`src/cron_expression_parse_match_defines.svh`:
```
// Assertion macros used by the cron parser controller.
// Needs i_clk and i_rst_n in the scope of each use.
`ifndef CRON_EXPRESSION_PARSE_MATCH_DEFINES_SVH
`define CRON_EXPRESSION_PARSE_MATCH_DEFINES_SVH

// a in this cycle implies b in the next cycle
`define CEPM_ASSERT_NEXT(lbl, a, b) \
    lbl: assert property (@(posedge i_clk) disable iff (!i_rst_n) (a) |=> (b)) \
        else $error("cepm check failed");

// a implies b in the same cycle
`define CEPM_ASSERT_NOW(lbl, a, b) \
    lbl: assert property (@(posedge i_clk) disable iff (!i_rst_n) (a) |-> (b)) \
        else $error("cepm check failed");

`endif

```
`src/cepm_pkg.sv`:
```
// Package for the cron expression parser/matcher: payload types, controller
// command and status structs, parser constants and helper functions.
package cepm_pkg;

    localparam int unsigned MAX_EXPR_CHARS_DEF = 255;

    typedef struct packed {
        logic       req_type;
        logic [7:0] char_code;
        logic       last_char;
        logic [5:0] minute_value;
        logic [4:0] hour_value;
        logic [3:0] month_index;
        logic [4:0] mday_value;
        logic [2:0] wday_value;
    } t_in_req;

    typedef struct packed {
        logic [1:0] parse_status;
        logic       match_hit;
    } t_out_rsp;

    localparam logic [1:0] ST_PENDING  = 2'd0;
    localparam logic [1:0] ST_ACCEPTED = 2'd1;
    localparam logic [1:0] ST_REJECTED = 2'd2;

    localparam logic REQ_CHAR  = 1'b0;
    localparam logic REQ_QUERY = 1'b1;

    localparam logic [2:0] PH_FIELD   = 3'd0;
    localparam logic [2:0] PH_TERM    = 3'd1;
    localparam logic [2:0] PH_FIRST   = 3'd2;
    localparam logic [2:0] PH_STAR    = 3'd3;
    localparam logic [2:0] PH_DASH    = 3'd4;
    localparam logic [2:0] PH_LAST    = 3'd5;
    localparam logic [2:0] PH_SLASH   = 3'd6;
    localparam logic [2:0] PH_STEP    = 3'd7;

    localparam logic [2:0] FLD_MINUTE   = 3'd0;
    localparam logic [2:0] FLD_HOUR     = 3'd1;
    localparam logic [2:0] FLD_MONTHDAY = 3'd2;
    localparam logic [2:0] FLD_MONTH    = 3'd3;
    localparam logic [2:0] FLD_WEEKDAY  = 3'd4;
    localparam logic [2:0] FLD_COUNT    = 3'd5;

    localparam logic [7:0] CH_STAR  = 8'h2a;
    localparam logic [7:0] CH_DASH  = 8'h2d;
    localparam logic [7:0] CH_SLASH = 8'h2f;
    localparam logic [7:0] CH_COMMA = 8'h2c;
    localparam logic [7:0] CH_SPACE = 8'h20;
    localparam logic [7:0] CH_ZERO  = 8'h30;
    localparam logic [7:0] CH_NINE  = 8'h39;
    localparam logic [7:0] CH_TAB   = 8'h09;
    localparam logic [7:0] CH_CR    = 8'h0d;

    localparam logic [6:0] SAT_VALUE     = 7'd127;
    localparam logic [6:0] WEEKDAY_ALIAS = 7'd7;

    typedef enum logic [2:0] {
        S_IDLE,
        S_EVAL,
        S_CHECK,
        S_WALK,
        S_FINISH,
        S_FDONE,
        S_OUT
    } t_state;

    typedef struct packed {
        logic latch;
        logic eval;
        logic close_start;
        logic walk;
        logic fin_eval;
        logic fin_done;
        logic load_out;
    } t_cmd;

    typedef struct packed {
        logic is_query;
        logic last_char;
        logic do_close;
        logic close_ok;
        logic walk_done;
        logic fin_close;
    } t_status;

    function automatic logic [6:0] bound_lo(input logic [2:0] fld);
        logic [6:0] r;
        unique case (fld)
            FLD_MONTHDAY, FLD_MONTH: r = 7'd1;
            default:                 r = 7'd0;
        endcase
        return r;
    endfunction

    function automatic logic [6:0] bound_hi(input logic [2:0] fld);
        logic [6:0] r;
        unique case (fld)
            FLD_MINUTE:   r = 7'd59;
            FLD_HOUR:     r = 7'd23;
            FLD_MONTHDAY: r = 7'd31;
            FLD_MONTH:    r = 7'd12;
            default:      r = 7'd7;
        endcase
        return r;
    endfunction

    function automatic logic [6:0] sat_digit(input logic [6:0] acc, input logic [3:0] d);
        logic [10:0] v;
        v = 11'(acc) * 11'd10 + 11'(d);
        return (v > 11'(SAT_VALUE)) ? SAT_VALUE : v[6:0];
    endfunction

endpackage

```
`src/cron_expression_parse_match.sv`:
```
// Sequence: a query or a plain character is latched, evaluated and loaded into the output
// register; a character closing a term adds a term check and, if the term is valid, a walk
// over each of its values (up to 60), and the last character adds the finish and commit
// steps plus, for a final open term, a term check and its walk.
// One request in flight; a new one is taken while the previous result waits.
// Synchronous active-low reset clears the committed expression and the parser.
module cron_expression_parse_match #(
    parameter int unsigned MAX_EXPR_CHARS = cepm_pkg::MAX_EXPR_CHARS_DEF
) (
    input  logic               i_clk,
    input  logic               i_rst_n,
    input  logic               i_in_valid,
    output logic               o_in_ready,
    input  cepm_pkg::t_in_req  i_in_data,
    output logic               o_out_valid,
    input  logic               i_out_ready,
    output cepm_pkg::t_out_rsp o_out_data
);

    cepm_pkg::t_cmd    cmd;
    cepm_pkg::t_status status;

    cepm_ctrl u_ctrl (
        .i_clk       (i_clk),
        .i_rst_n     (i_rst_n),
        .i_in_valid  (i_in_valid),
        .o_in_ready  (o_in_ready),
        .o_out_valid (o_out_valid),
        .i_out_ready (i_out_ready),
        .i_status    (status),
        .o_cmd       (cmd)
    );

    cepm_dp #(
        .MAX_EXPR_CHARS (MAX_EXPR_CHARS)
    ) u_dp (
        .i_clk      (i_clk),
        .i_rst_n    (i_rst_n),
        .i_in_data  (i_in_data),
        .i_cmd      (cmd),
        .o_status   (status),
        .o_out_data (o_out_data)
    );

endmodule

```
`src/cepm_ctrl.sv`:
```
// Controller FSM for the cron parser: sequences evaluate, term check, value
// walk, finish and result hand-off. Uses cepm_pkg and the defines header.
`include "cron_expression_parse_match_defines.svh"

module cepm_ctrl (
    input  logic             i_clk,
    input  logic             i_rst_n,
    input  logic             i_in_valid,
    output logic             o_in_ready,
    output logic             o_out_valid,
    input  logic             i_out_ready,
    input  cepm_pkg::t_status i_status,
    output cepm_pkg::t_cmd   o_cmd
);

    cepm_pkg::t_state r_state, n_state;
    logic             r_fin, n_fin;
    logic             r_out_valid, n_out_valid;

    always_ff @(posedge i_clk) begin
        if (!i_rst_n) begin
            r_state     <= cepm_pkg::S_IDLE;
            r_fin       <= 1'b0;
            r_out_valid <= 1'b0;
        end else begin
            r_state     <= n_state;
            r_fin       <= n_fin;
            r_out_valid <= n_out_valid;
        end
    end

    always_comb begin
        n_state     = r_state;
        n_fin       = r_fin;
        n_out_valid = r_out_valid;
        o_cmd       = '0;
        if (r_out_valid && i_out_ready) begin
            n_out_valid = 1'b0;
        end
        unique case (r_state)
            cepm_pkg::S_IDLE: begin
                if (i_in_valid) begin
                    o_cmd.latch = 1'b1;
                    n_fin       = 1'b0;
                    n_state     = cepm_pkg::S_EVAL;
                end
            end
            cepm_pkg::S_EVAL: begin
                o_cmd.eval = 1'b1;
                if (i_status.is_query) begin
                    n_state = cepm_pkg::S_OUT;
                end else if (i_status.do_close) begin
                    n_state = cepm_pkg::S_CHECK;
                end else if (i_status.last_char) begin
                    n_state = cepm_pkg::S_FINISH;
                end else begin
                    n_state = cepm_pkg::S_OUT;
                end
            end
            cepm_pkg::S_CHECK: begin
                o_cmd.close_start = 1'b1;
                if (i_status.close_ok) begin
                    n_state = cepm_pkg::S_WALK;
                end else if (r_fin) begin
                    n_state = cepm_pkg::S_FDONE;
                end else if (i_status.last_char) begin
                    n_state = cepm_pkg::S_FINISH;
                end else begin
                    n_state = cepm_pkg::S_OUT;
                end
            end
            cepm_pkg::S_WALK: begin
                o_cmd.walk = 1'b1;
                if (i_status.walk_done) begin
                    if (r_fin) begin
                        n_state = cepm_pkg::S_FDONE;
                    end else if (i_status.last_char) begin
                        n_state = cepm_pkg::S_FINISH;
                    end else begin
                        n_state = cepm_pkg::S_OUT;
                    end
                end
            end
            cepm_pkg::S_FINISH: begin
                o_cmd.fin_eval = 1'b1;
                if (i_status.fin_close) begin
                    n_fin   = 1'b1;
                    n_state = cepm_pkg::S_CHECK;
                end else begin
                    n_state = cepm_pkg::S_FDONE;
                end
            end
            cepm_pkg::S_FDONE: begin
                o_cmd.fin_done = 1'b1;
                n_state        = cepm_pkg::S_OUT;
            end
            cepm_pkg::S_OUT: begin
                if (!r_out_valid || i_out_ready) begin
                    o_cmd.load_out = 1'b1;
                    n_out_valid    = 1'b1;
                    n_state        = cepm_pkg::S_IDLE;
                end
            end
            default: n_state = cepm_pkg::S_IDLE;
        endcase
    end

    assign o_in_ready  = (r_state == cepm_pkg::S_IDLE);
    assign o_out_valid = r_out_valid;

    `CEPM_ASSERT_NEXT(a_accept_eval, i_in_valid && o_in_ready, r_state == cepm_pkg::S_EVAL)
    `CEPM_ASSERT_NEXT(a_out_hold, r_out_valid && !i_out_ready, r_out_valid)
    `CEPM_ASSERT_NEXT(a_walk_fin, r_fin && r_state == cepm_pkg::S_WALK,
        r_state == cepm_pkg::S_WALK || r_state == cepm_pkg::S_FDONE)
    `CEPM_ASSERT_NOW(a_fin_last, r_fin, i_status.last_char || r_state == cepm_pkg::S_IDLE)

endmodule

```
`src/cepm_dp.sv`:
```
// Datapath for the cron parser: item latch, parser registers, pending and
// committed masks, term value walker and query match. Uses cepm_pkg.
module cepm_dp #(
    parameter int unsigned MAX_EXPR_CHARS = cepm_pkg::MAX_EXPR_CHARS_DEF
) (
    input  logic              i_clk,
    input  logic              i_rst_n,
    input  cepm_pkg::t_in_req i_in_data,
    input  cepm_pkg::t_cmd    i_cmd,
    output cepm_pkg::t_status o_status,
    output cepm_pkg::t_out_rsp o_out_data
);

    localparam int unsigned CW = $clog2(MAX_EXPR_CHARS + 2);

    cepm_pkg::t_in_req  r_item;
    cepm_pkg::t_out_rsp r_res, r_out;

    logic [59:0] r_min, r_pmin;
    logic [23:0] r_hr, r_phr;
    logic [30:0] r_md, r_pmd;
    logic [11:0] r_mo, r_pmo;
    logic [6:0]  r_wd, r_pwd;
    logic        r_any_md, r_any_wd;
    logic [1:0]  r_wild;
    logic [2:0]  r_field;
    logic [CW-1:0] r_count;
    logic [2:0]  r_phase;
    logic [6:0]  r_rf, r_rl, r_ss;
    logic [2:0]  r_flags;
    logic        r_err;
    logic        r_comma;
    logic [6:0]  r_v, r_last, r_step;

    logic [7:0]  c;
    logic        ws, dig;
    logic [3:0]  d;
    logic [CW-1:0] count_n;
    logic        over, skip;
    logic        tc_ok, tc_close;
    logic [2:0]  tc_phase, tc_flags;
    logic [6:0]  tc_rf, tc_rl, tc_ss;
    logic [6:0]  lo, hi, first, last, step, idx;
    logic        close_ok, walk_done, fin_bad, commit_ok, hit, dmh, dwh, base_hit;
    logic [63:0] min64;
    logic [31:0] hr32, md32;
    logic [15:0] mo16;
    logic [7:0]  wd8;
    logic [4:0]  dm_idx;

    assign c   = r_item.char_code;
    assign ws  = (c == cepm_pkg::CH_SPACE) || (c >= cepm_pkg::CH_TAB && c <= cepm_pkg::CH_CR);
    assign dig = (c >= cepm_pkg::CH_ZERO) && (c <= cepm_pkg::CH_NINE);
    assign d   = dig ? 4'(c - cepm_pkg::CH_ZERO) : 4'd0;

    assign count_n = (r_count <= CW'(MAX_EXPR_CHARS)) ? r_count + CW'(1) : r_count;
    assign over    = count_n > CW'(MAX_EXPR_CHARS);
    assign skip    = r_err || over;

    always_comb begin
        tc_ok    = 1'b1;
        tc_close = 1'b0;
        tc_phase = r_phase;
        tc_flags = r_flags;
        tc_rf    = r_rf;
        tc_rl    = r_rl;
        tc_ss    = r_ss;
        unique case (r_phase)
            cepm_pkg::PH_FIELD, cepm_pkg::PH_TERM: begin
                if (r_phase == cepm_pkg::PH_FIELD && ws) begin
                    tc_ok = 1'b1;
                end else if (r_field >= cepm_pkg::FLD_COUNT) begin
                    tc_ok = 1'b0;
                end else if (dig) begin
                    tc_rf    = 7'(d);
                    tc_phase = cepm_pkg::PH_FIRST;
                end else if (c == cepm_pkg::CH_STAR) begin
                    tc_flags = r_flags | 3'b001;
                    tc_phase = cepm_pkg::PH_STAR;
                end else begin
                    tc_ok = 1'b0;
                end
            end
            cepm_pkg::PH_DASH: begin
                if (dig) begin
                    tc_rl    = 7'(d);
                    tc_phase = cepm_pkg::PH_LAST;
                end else begin
                    tc_ok = 1'b0;
                end
            end
            cepm_pkg::PH_SLASH: begin
                if (dig) begin
                    tc_ss    = 7'(d);
                    tc_phase = cepm_pkg::PH_STEP;
                end else begin
                    tc_ok = 1'b0;
                end
            end
            default: begin
                priority if (dig && r_phase == cepm_pkg::PH_FIRST) begin
                    tc_rf = cepm_pkg::sat_digit(r_rf, d);
                end else if (dig && r_phase == cepm_pkg::PH_LAST) begin
                    tc_rl = cepm_pkg::sat_digit(r_rl, d);
                end else if (dig && r_phase == cepm_pkg::PH_STEP) begin
                    tc_ss = cepm_pkg::sat_digit(r_ss, d);
                end else if (c == cepm_pkg::CH_DASH && r_phase == cepm_pkg::PH_FIRST) begin
                    tc_flags = r_flags | 3'b010;
                    tc_phase = cepm_pkg::PH_DASH;
                end else if (c == cepm_pkg::CH_SLASH && r_phase != cepm_pkg::PH_STEP) begin
                    tc_flags = r_flags | 3'b100;
                    tc_phase = cepm_pkg::PH_SLASH;
                end else if (c == cepm_pkg::CH_COMMA || ws) begin
                    tc_close = 1'b1;
                end else begin
                    tc_ok = 1'b0;
                end
            end
        endcase
    end

    assign lo = cepm_pkg::bound_lo(r_field);
    assign hi = cepm_pkg::bound_hi(r_field);

    always_comb begin
        if (r_flags[0]) begin
            first = lo;
            last  = hi;
        end else if (r_flags[1]) begin
            first = r_rf;
            last  = r_rl;
        end else begin
            first = r_rf;
            last  = r_flags[2] ? hi : r_rf;
        end
        step = r_flags[2] ? r_ss : 7'd1;
    end

    assign close_ok = (r_field < cepm_pkg::FLD_COUNT) && (step != 7'd0) &&
                      (first >= lo) && (first <= hi) && (last >= lo) && (last <= hi) &&
                      (first <= last);

    assign walk_done = (r_last - r_v) < r_step;
    always_comb begin
        if (r_field == cepm_pkg::FLD_WEEKDAY) begin
            idx = (r_v == cepm_pkg::WEEKDAY_ALIAS) ? 7'd0 : r_v;
        end else begin
            idx = r_v - lo;
        end
    end

    assign fin_bad   = r_err || r_phase == cepm_pkg::PH_TERM ||
                       r_phase == cepm_pkg::PH_DASH || r_phase == cepm_pkg::PH_SLASH;
    assign commit_ok = !r_err && (r_field == cepm_pkg::FLD_COUNT);

    assign min64  = {4'd0, r_min};
    assign hr32   = {8'd0, r_hr};
    assign mo16   = {4'd0, r_mo};
    assign md32   = {1'b0, r_md};
    assign wd8    = {1'b0, r_wd};
    assign dm_idx = r_item.mday_value - 5'd1;
    assign dmh    = (r_item.mday_value != 5'd0) && md32[dm_idx];
    assign dwh    = ({1'b0, r_item.wday_value} <= 4'd6) && wd8[r_item.wday_value];
    assign base_hit = (r_item.minute_value <= 6'd59) && (r_item.hour_value <= 5'd23) &&
                      (r_item.month_index <= 4'd11) && min64[r_item.minute_value] &&
                      hr32[r_item.hour_value] && mo16[r_item.month_index];
    always_comb begin
        priority if (r_any_md && r_any_wd) begin
            hit = base_hit;
        end else if (r_any_md) begin
            hit = base_hit && dwh;
        end else if (r_any_wd) begin
            hit = base_hit && dmh;
        end else begin
            hit = base_hit && (dmh || dwh);
        end
    end

    always_ff @(posedge i_clk) begin
        if (i_cmd.latch) begin
            r_item <= i_in_data;
            r_res  <= '0;
        end
        if (i_cmd.eval && r_item.req_type == cepm_pkg::REQ_QUERY) begin
            r_res.match_hit <= hit;
        end
        if (i_cmd.fin_done) begin
            r_res.parse_status <= commit_ok ? cepm_pkg::ST_ACCEPTED : cepm_pkg::ST_REJECTED;
        end
        if (i_cmd.load_out) begin
            r_out <= r_res;
        end
        if (i_cmd.close_start) begin
            r_v    <= first;
            r_last <= last;
            r_step <= step;
        end else if (i_cmd.walk) begin
            r_v <= r_v + r_step;
        end
    end

    always_ff @(posedge i_clk) begin
        if (!i_rst_n) begin
            r_min <= '0; r_hr <= '0; r_md <= '0; r_mo <= '0; r_wd <= '0;
            r_any_md <= 1'b0; r_any_wd <= 1'b0;
            r_pmin <= '0; r_phr <= '0; r_pmd <= '0; r_pmo <= '0; r_pwd <= '0;
            r_wild <= '0; r_field <= '0; r_count <= '0; r_phase <= cepm_pkg::PH_FIELD;
            r_rf <= '0; r_rl <= '0; r_ss <= '0; r_flags <= '0;
            r_err <= 1'b0; r_comma <= 1'b0;
        end else begin
            if (i_cmd.eval && r_item.req_type == cepm_pkg::REQ_CHAR) begin
                r_count <= count_n;
                if (skip) begin
                    r_err <= 1'b1;
                end else if (!tc_ok) begin
                    r_err <= 1'b1;
                end else if (tc_close) begin
                    r_comma <= (c == cepm_pkg::CH_COMMA);
                end else begin
                    r_phase <= tc_phase;
                    r_flags <= tc_flags;
                    r_rf    <= tc_rf;
                    r_rl    <= tc_rl;
                    r_ss    <= tc_ss;
                end
            end
            if (i_cmd.close_start) begin
                r_rf    <= '0;
                r_rl    <= '0;
                r_ss    <= '0;
                r_flags <= '0;
                if (r_flags[0] && r_field == cepm_pkg::FLD_MONTHDAY) r_wild[0] <= 1'b1;
                if (r_flags[0] && r_field == cepm_pkg::FLD_WEEKDAY)  r_wild[1] <= 1'b1;
                if (!close_ok) r_err <= 1'b1;
            end
            if (i_cmd.walk) begin
                unique case (r_field)
                    cepm_pkg::FLD_MINUTE:   r_pmin <= r_pmin | (60'd1 << idx);
                    cepm_pkg::FLD_HOUR:     r_phr  <= r_phr  | (24'd1 << idx);
                    cepm_pkg::FLD_MONTHDAY: r_pmd  <= r_pmd  | (31'd1 << idx);
                    cepm_pkg::FLD_MONTH:    r_pmo  <= r_pmo  | (12'd1 << idx);
                    default:                r_pwd  <= r_pwd  | (7'd1 << idx);
                endcase
                if (walk_done) begin
                    if (r_comma) begin
                        r_phase <= cepm_pkg::PH_TERM;
                    end else begin
                        r_field <= r_field + 3'd1;
                        r_phase <= cepm_pkg::PH_FIELD;
                    end
                end
            end
            if (i_cmd.fin_eval) begin
                r_comma <= 1'b0;
                if (fin_bad) r_err <= 1'b1;
            end
            if (i_cmd.fin_done) begin
                if (commit_ok) begin
                    r_min <= r_pmin; r_hr <= r_phr; r_md <= r_pmd;
                    r_mo <= r_pmo; r_wd <= r_pwd;
                    r_any_md <= r_wild[0];
                    r_any_wd <= r_wild[1];
                end
                r_pmin <= '0; r_phr <= '0; r_pmd <= '0; r_pmo <= '0; r_pwd <= '0;
                r_wild <= '0; r_field <= '0; r_count <= '0; r_phase <= cepm_pkg::PH_FIELD;
                r_rf <= '0; r_rl <= '0; r_ss <= '0; r_flags <= '0;
                r_err <= 1'b0; r_comma <= 1'b0;
            end
        end
    end

    assign o_status.is_query  = (r_item.req_type == cepm_pkg::REQ_QUERY);
    assign o_status.last_char = r_item.last_char;
    assign o_status.do_close  = !skip && tc_ok && tc_close;
    assign o_status.close_ok  = close_ok;
    assign o_status.walk_done = walk_done;
    assign o_status.fin_close = !fin_bad && (r_phase != cepm_pkg::PH_FIELD);
    assign o_out_data         = r_out;

endmodule
```
`config.mk`:
```
export PLATFORM = sky130hd
export DESIGN_NAME = cron_expression_parse_match
export DESIGN_NICKNAME = d
export VERILOG_FILES = /design/src/cepm_pkg.sv /design/src/cron_expression_parse_match.sv /design/src/cepm_ctrl.sv /design/src/cepm_dp.sv
export VERILOG_INCLUDE_DIRS = /design/src /design/src/src
export SDC_FILE = /design/constraint.sdc
export NUM_CORES = 1
export LEC_CHECK = 0
export ABC_AREA = 1
export BUFFER_PORTS_ARGS = -buffer_cell sky130_fd_sc_hd__buf_4
export CAP_MARGIN = 20
export CORE_UTILIZATION = 40
export CTS_CLUSTER_DIAMETER = 50
export CTS_CLUSTER_SIZE = 25
export DETAILED_ROUTE_END_ITERATION = 8
export HOLD_SLACK_MARGIN = 0.06
export REMOVE_ABC_BUFFERS = 1
export SYNTH_ARGS = -nofsm -noshare
export SYNTH_HDL_FRONTEND = slang
export SYNTH_SLANG_ARGS = --single-unit
```
`constraint.sdc`:
```
create_clock -name i_clk -period 7.4 [get_ports i_clk]
set_input_delay 1.48 -clock i_clk [delete_from_list [all_inputs] [get_ports i_clk]]
set_output_delay 1.48 -clock i_clk [all_outputs]
set_load 0.01 [all_outputs]
```
==> metrics.txt <==
Post-CTS Setup Bufs 0; first-pass GRT wire length 79.5 mm; largest net degree at the start of global routing 99; most frequent cell after synthesis nor2_1; multi-input logic area 0.00886 mm2; Longest Clk Path Bufs 3; ant diodes 0; wirelength, routed 49.5 mm; share of post-route cells with drive strength above 1 8.26%; CTS tree built; via/cell ratio 5.30; Sum Neg Setup Slack 0 ns; Syn Std Cell Area 0.0183 mm2; All-Layer GR Usage 21.1%; Final Hold Fails 0; crit path kind reg2reg; Die Y 216 um; cell taking the most area after synthesis dfxtp_1; RSZ-0062 raised after global routing no; Primary FF master, synth dfxtp_1; clk_skew 0.0212 ns; crit path DAT 4.39 ns; core area 0.0446 mm2; DR pass1 iterations 6; pins over their slew limit 0; CTS clk-pin slew, worst paths 0.07 ns; Initial DRC Count 1,118; CP endpoint kind register; total power 5600 uW; fin crit period 3.89 ns; Sequential Power Share 42.1%; PortBufs 41; Initial Util 41.0%; Die W 216 um; Pleak 0.00851 uW; # Max-Cap Violations 0; Std-Cell Rows 77; HPWL reported at the end of detailed placement 34.1 mm; Clock power frac 37.0%; vias in the first global route 14,938; combinational family with the most area after synthesis simple AND/OR/NAND/NOR gates; Async S/R FF share, synth 0%; placed insts 2,932; Synth Area in Compound Gates 16.8%; Setup-failing EPs final 0; Critical Path Source Type register; maximum clock frequency 257 MHz; Area Growth Syn to Fin 11.5%; Clock Sinks 378; post-route insts no fill 3,001; grt ovf 0; Worst-Skew Late Latency 0.56 ns; number of distinct library cells after synthesis 60; sw frac 33.0%; Hold Buf Count CTS 0; H-tree depth 2; Comb pwr share 21.0%; fillcell total 4,396; FF-to-FF path depth 15; Root Buffer clkbuf_16; sequential area share after synthesis 44.7%; CTS resizes 0; PwrDens 275 mW/mm2; multiplexer share of the synthesized area 0.0548%; post-synthesis adder-cell area fraction 5.96%; Num CTS Buffers 38; simple-gate share of the synthesized area 23.5%; Avg WL per Cell 16.5 um; die area 0.0465 mm2; XOR/XNOR Fraction of Synth Area 2.16%; antenna violations before repair 1; Synth top cells by count nor2_1, dfxtp_1, nand2_1; Antenna Violating Nets Remaining 0; Remaining DRCs 0; FF+latch count, synth 378; slew at the pin with the worst max-slew slack 1.02 ns; Psw 1850 uW; vias 15,895; Peak VDD IR 0.180 mV; FF+latch area 0.00817 mm2; Area contributors post-synth dfxtp_1, edfxtp_1, nor2_1; Worst Hold Class reg2reg; Synth top area share 34.8%; status finished clean; Relative slew margins 32.0%; Hold Path Depth 0; P_int 3750 uW; Nets 2,502; RD Place Congestion 0.886; Core Util, Final 45.7%; Post-synth EDFFs 60; required time of the critical path 7.89 ns; Tcrit/Tclk final 52.6%; syn_area_per_cell 7.66 um2; post-synthesis cell count 2,386; IO Pins 42; worst-path fanout max 26; YS warnings 0
[state kept, by name, indices dropped and copies added (netlist names), 7 cells and up]
register / flops
u_dp.c: 8
u_dp.r_count: 9
u_dp.r_hr: 24
u_dp.r_item: 23
u_dp.r_last: 7
u_dp.r_md: 31
u_dp.r_min: 60
u_dp.r_mo: 12
u_dp.r_phr: 24
u_dp.r_pmd: 31
u_dp.r_pmin: 60
u_dp.r_pmo: 12
u_dp.r_pwd: 7
u_dp.r_rf: 7
u_dp.r_rl: 7
u_dp.r_ss: 7
u_dp.r_step: 7
u_dp.r_v: 7
u_dp.r_wd: 7
[layout by cell type (no fill, tap or decap), types with 8 or more instances in the layout]
master	Yosys	layout
a31oi_1	25	25
edfxtp_1	60	60
nand3b_1	8	8
nand2_1	289	287
inv_1	222	221
xor2_1	30	30
o21ai_0	218	218
nor2_1	456	455
buf_4	2	49
nand4_1	26	26
nand2_2	8	9
nor3_1	19	19
nand3_1	122	122
o22ai_1	9	9
clkbuf_16	0	38
o211ai_1	17	17
nor2_2	23	24
a21oi_1	240	240
a211oi_1	9	9
o21ai_1	10	10
ha_1	79	79
dfxtp_1	318	318
inv_2	10	10
[path summary, 6_finish.rpt]
kind	startpoint	end	slack [ns]
worst max-delay path	u_dp.r_field[0]$_SDFFE_PP0P_	u_dp.r_phr[12]$_SDFFE_PP0P_	3.51
worst min-delay path	u_dp.r_res[1]$_SDFFCE_PN0P_	u_dp.o_out_data[1]$_DFFE_PP_	0.44
worst max register to register	u_dp.r_field[0]$_SDFFE_PP0P_	u_dp.r_phr[12]$_SDFFE_PP0P_	3.51
worst min register to register	u_dp.r_res[1]$_SDFFCE_PN0P_	u_dp.o_out_data[1]$_DFFE_PP_	0.44
[metrics by stage]
step / worst slack [ns] / hold slack [ns] / cell area, um2
floorplan: 2.52 / 0.400 / 17900
global placement: 3.39 / 0.412 / 19000
detailed placement: 3.34 / 0.418 / 19000
CTS: 3.57 / 0.434 / 20400
global route: 3.28 / 0.441 / 20400
finish: 3.51 / 0.435 / 20400
[worst max-delay path, stage by stage, from the launching register on]
cell and delay [ns]:
dfxtp_1 0.37, ha_1 0.22, ha_1 0.23, a21oi_2 0.34, inv_1 0.17, ha_1 0.23
ha_1 0.19, nand3_1 0.11, nor2_1 0.07, xor2_1 0.27, inv_1 0.18, nor2_4 0.57
inv_1 0.19, nor3_1 0.45, a21oi_1 0.12, nor2_1 0.11
[final cells by class]
class / instances / share of cell area (%)
clock buffers: 40 / 4.80
clock inverters: 28 / 1.81
inverters: 234 / 4.34
multi-input cells: 1679 / 43.5
flip-flops and latches: 378 / 40.1
well taps: 592 / 3.64
repair buffers: 50 / 1.86
[power by group through the flow]
| stage | sequential (uW) | clock [uW] | combinational (uW) |
|---|---|---|---|
| after floorplan | 2360 | 0 | 788 |
| after global placement | 2400 | 0 | 1140 |
| after detailed placement | 2400 | 0 | 1160 |
| after CTS | 2350 | 2110 | 1170 |
| after global routing | 2370 | 2180 | 1320 |
| final | 2350 | 2070 | 1170 |
[metal layers]
layer  GRT usage [%]  up-vias  wire length, um
met3            3.79       70             2910
met4            5.72        2              997
li1                -     7948                -
met5               0        -                9
met1            29.7     7465            24000
met2            33.1      410            21600
[kinds of logic after synthesis]
| family | count (synthesis) |
|---|---|
| xor gates and xnor gates | 40 |
| and+or+nand+nor | 988 |
| buffers and inverters | 329 |
| adders and majority gates | 84 |
| muxes | 1 |
| DFF | 378 |
| AOI/OAI and AO/OA | 566 |
No activity file was read; power rests on OpenSTA's default activity.
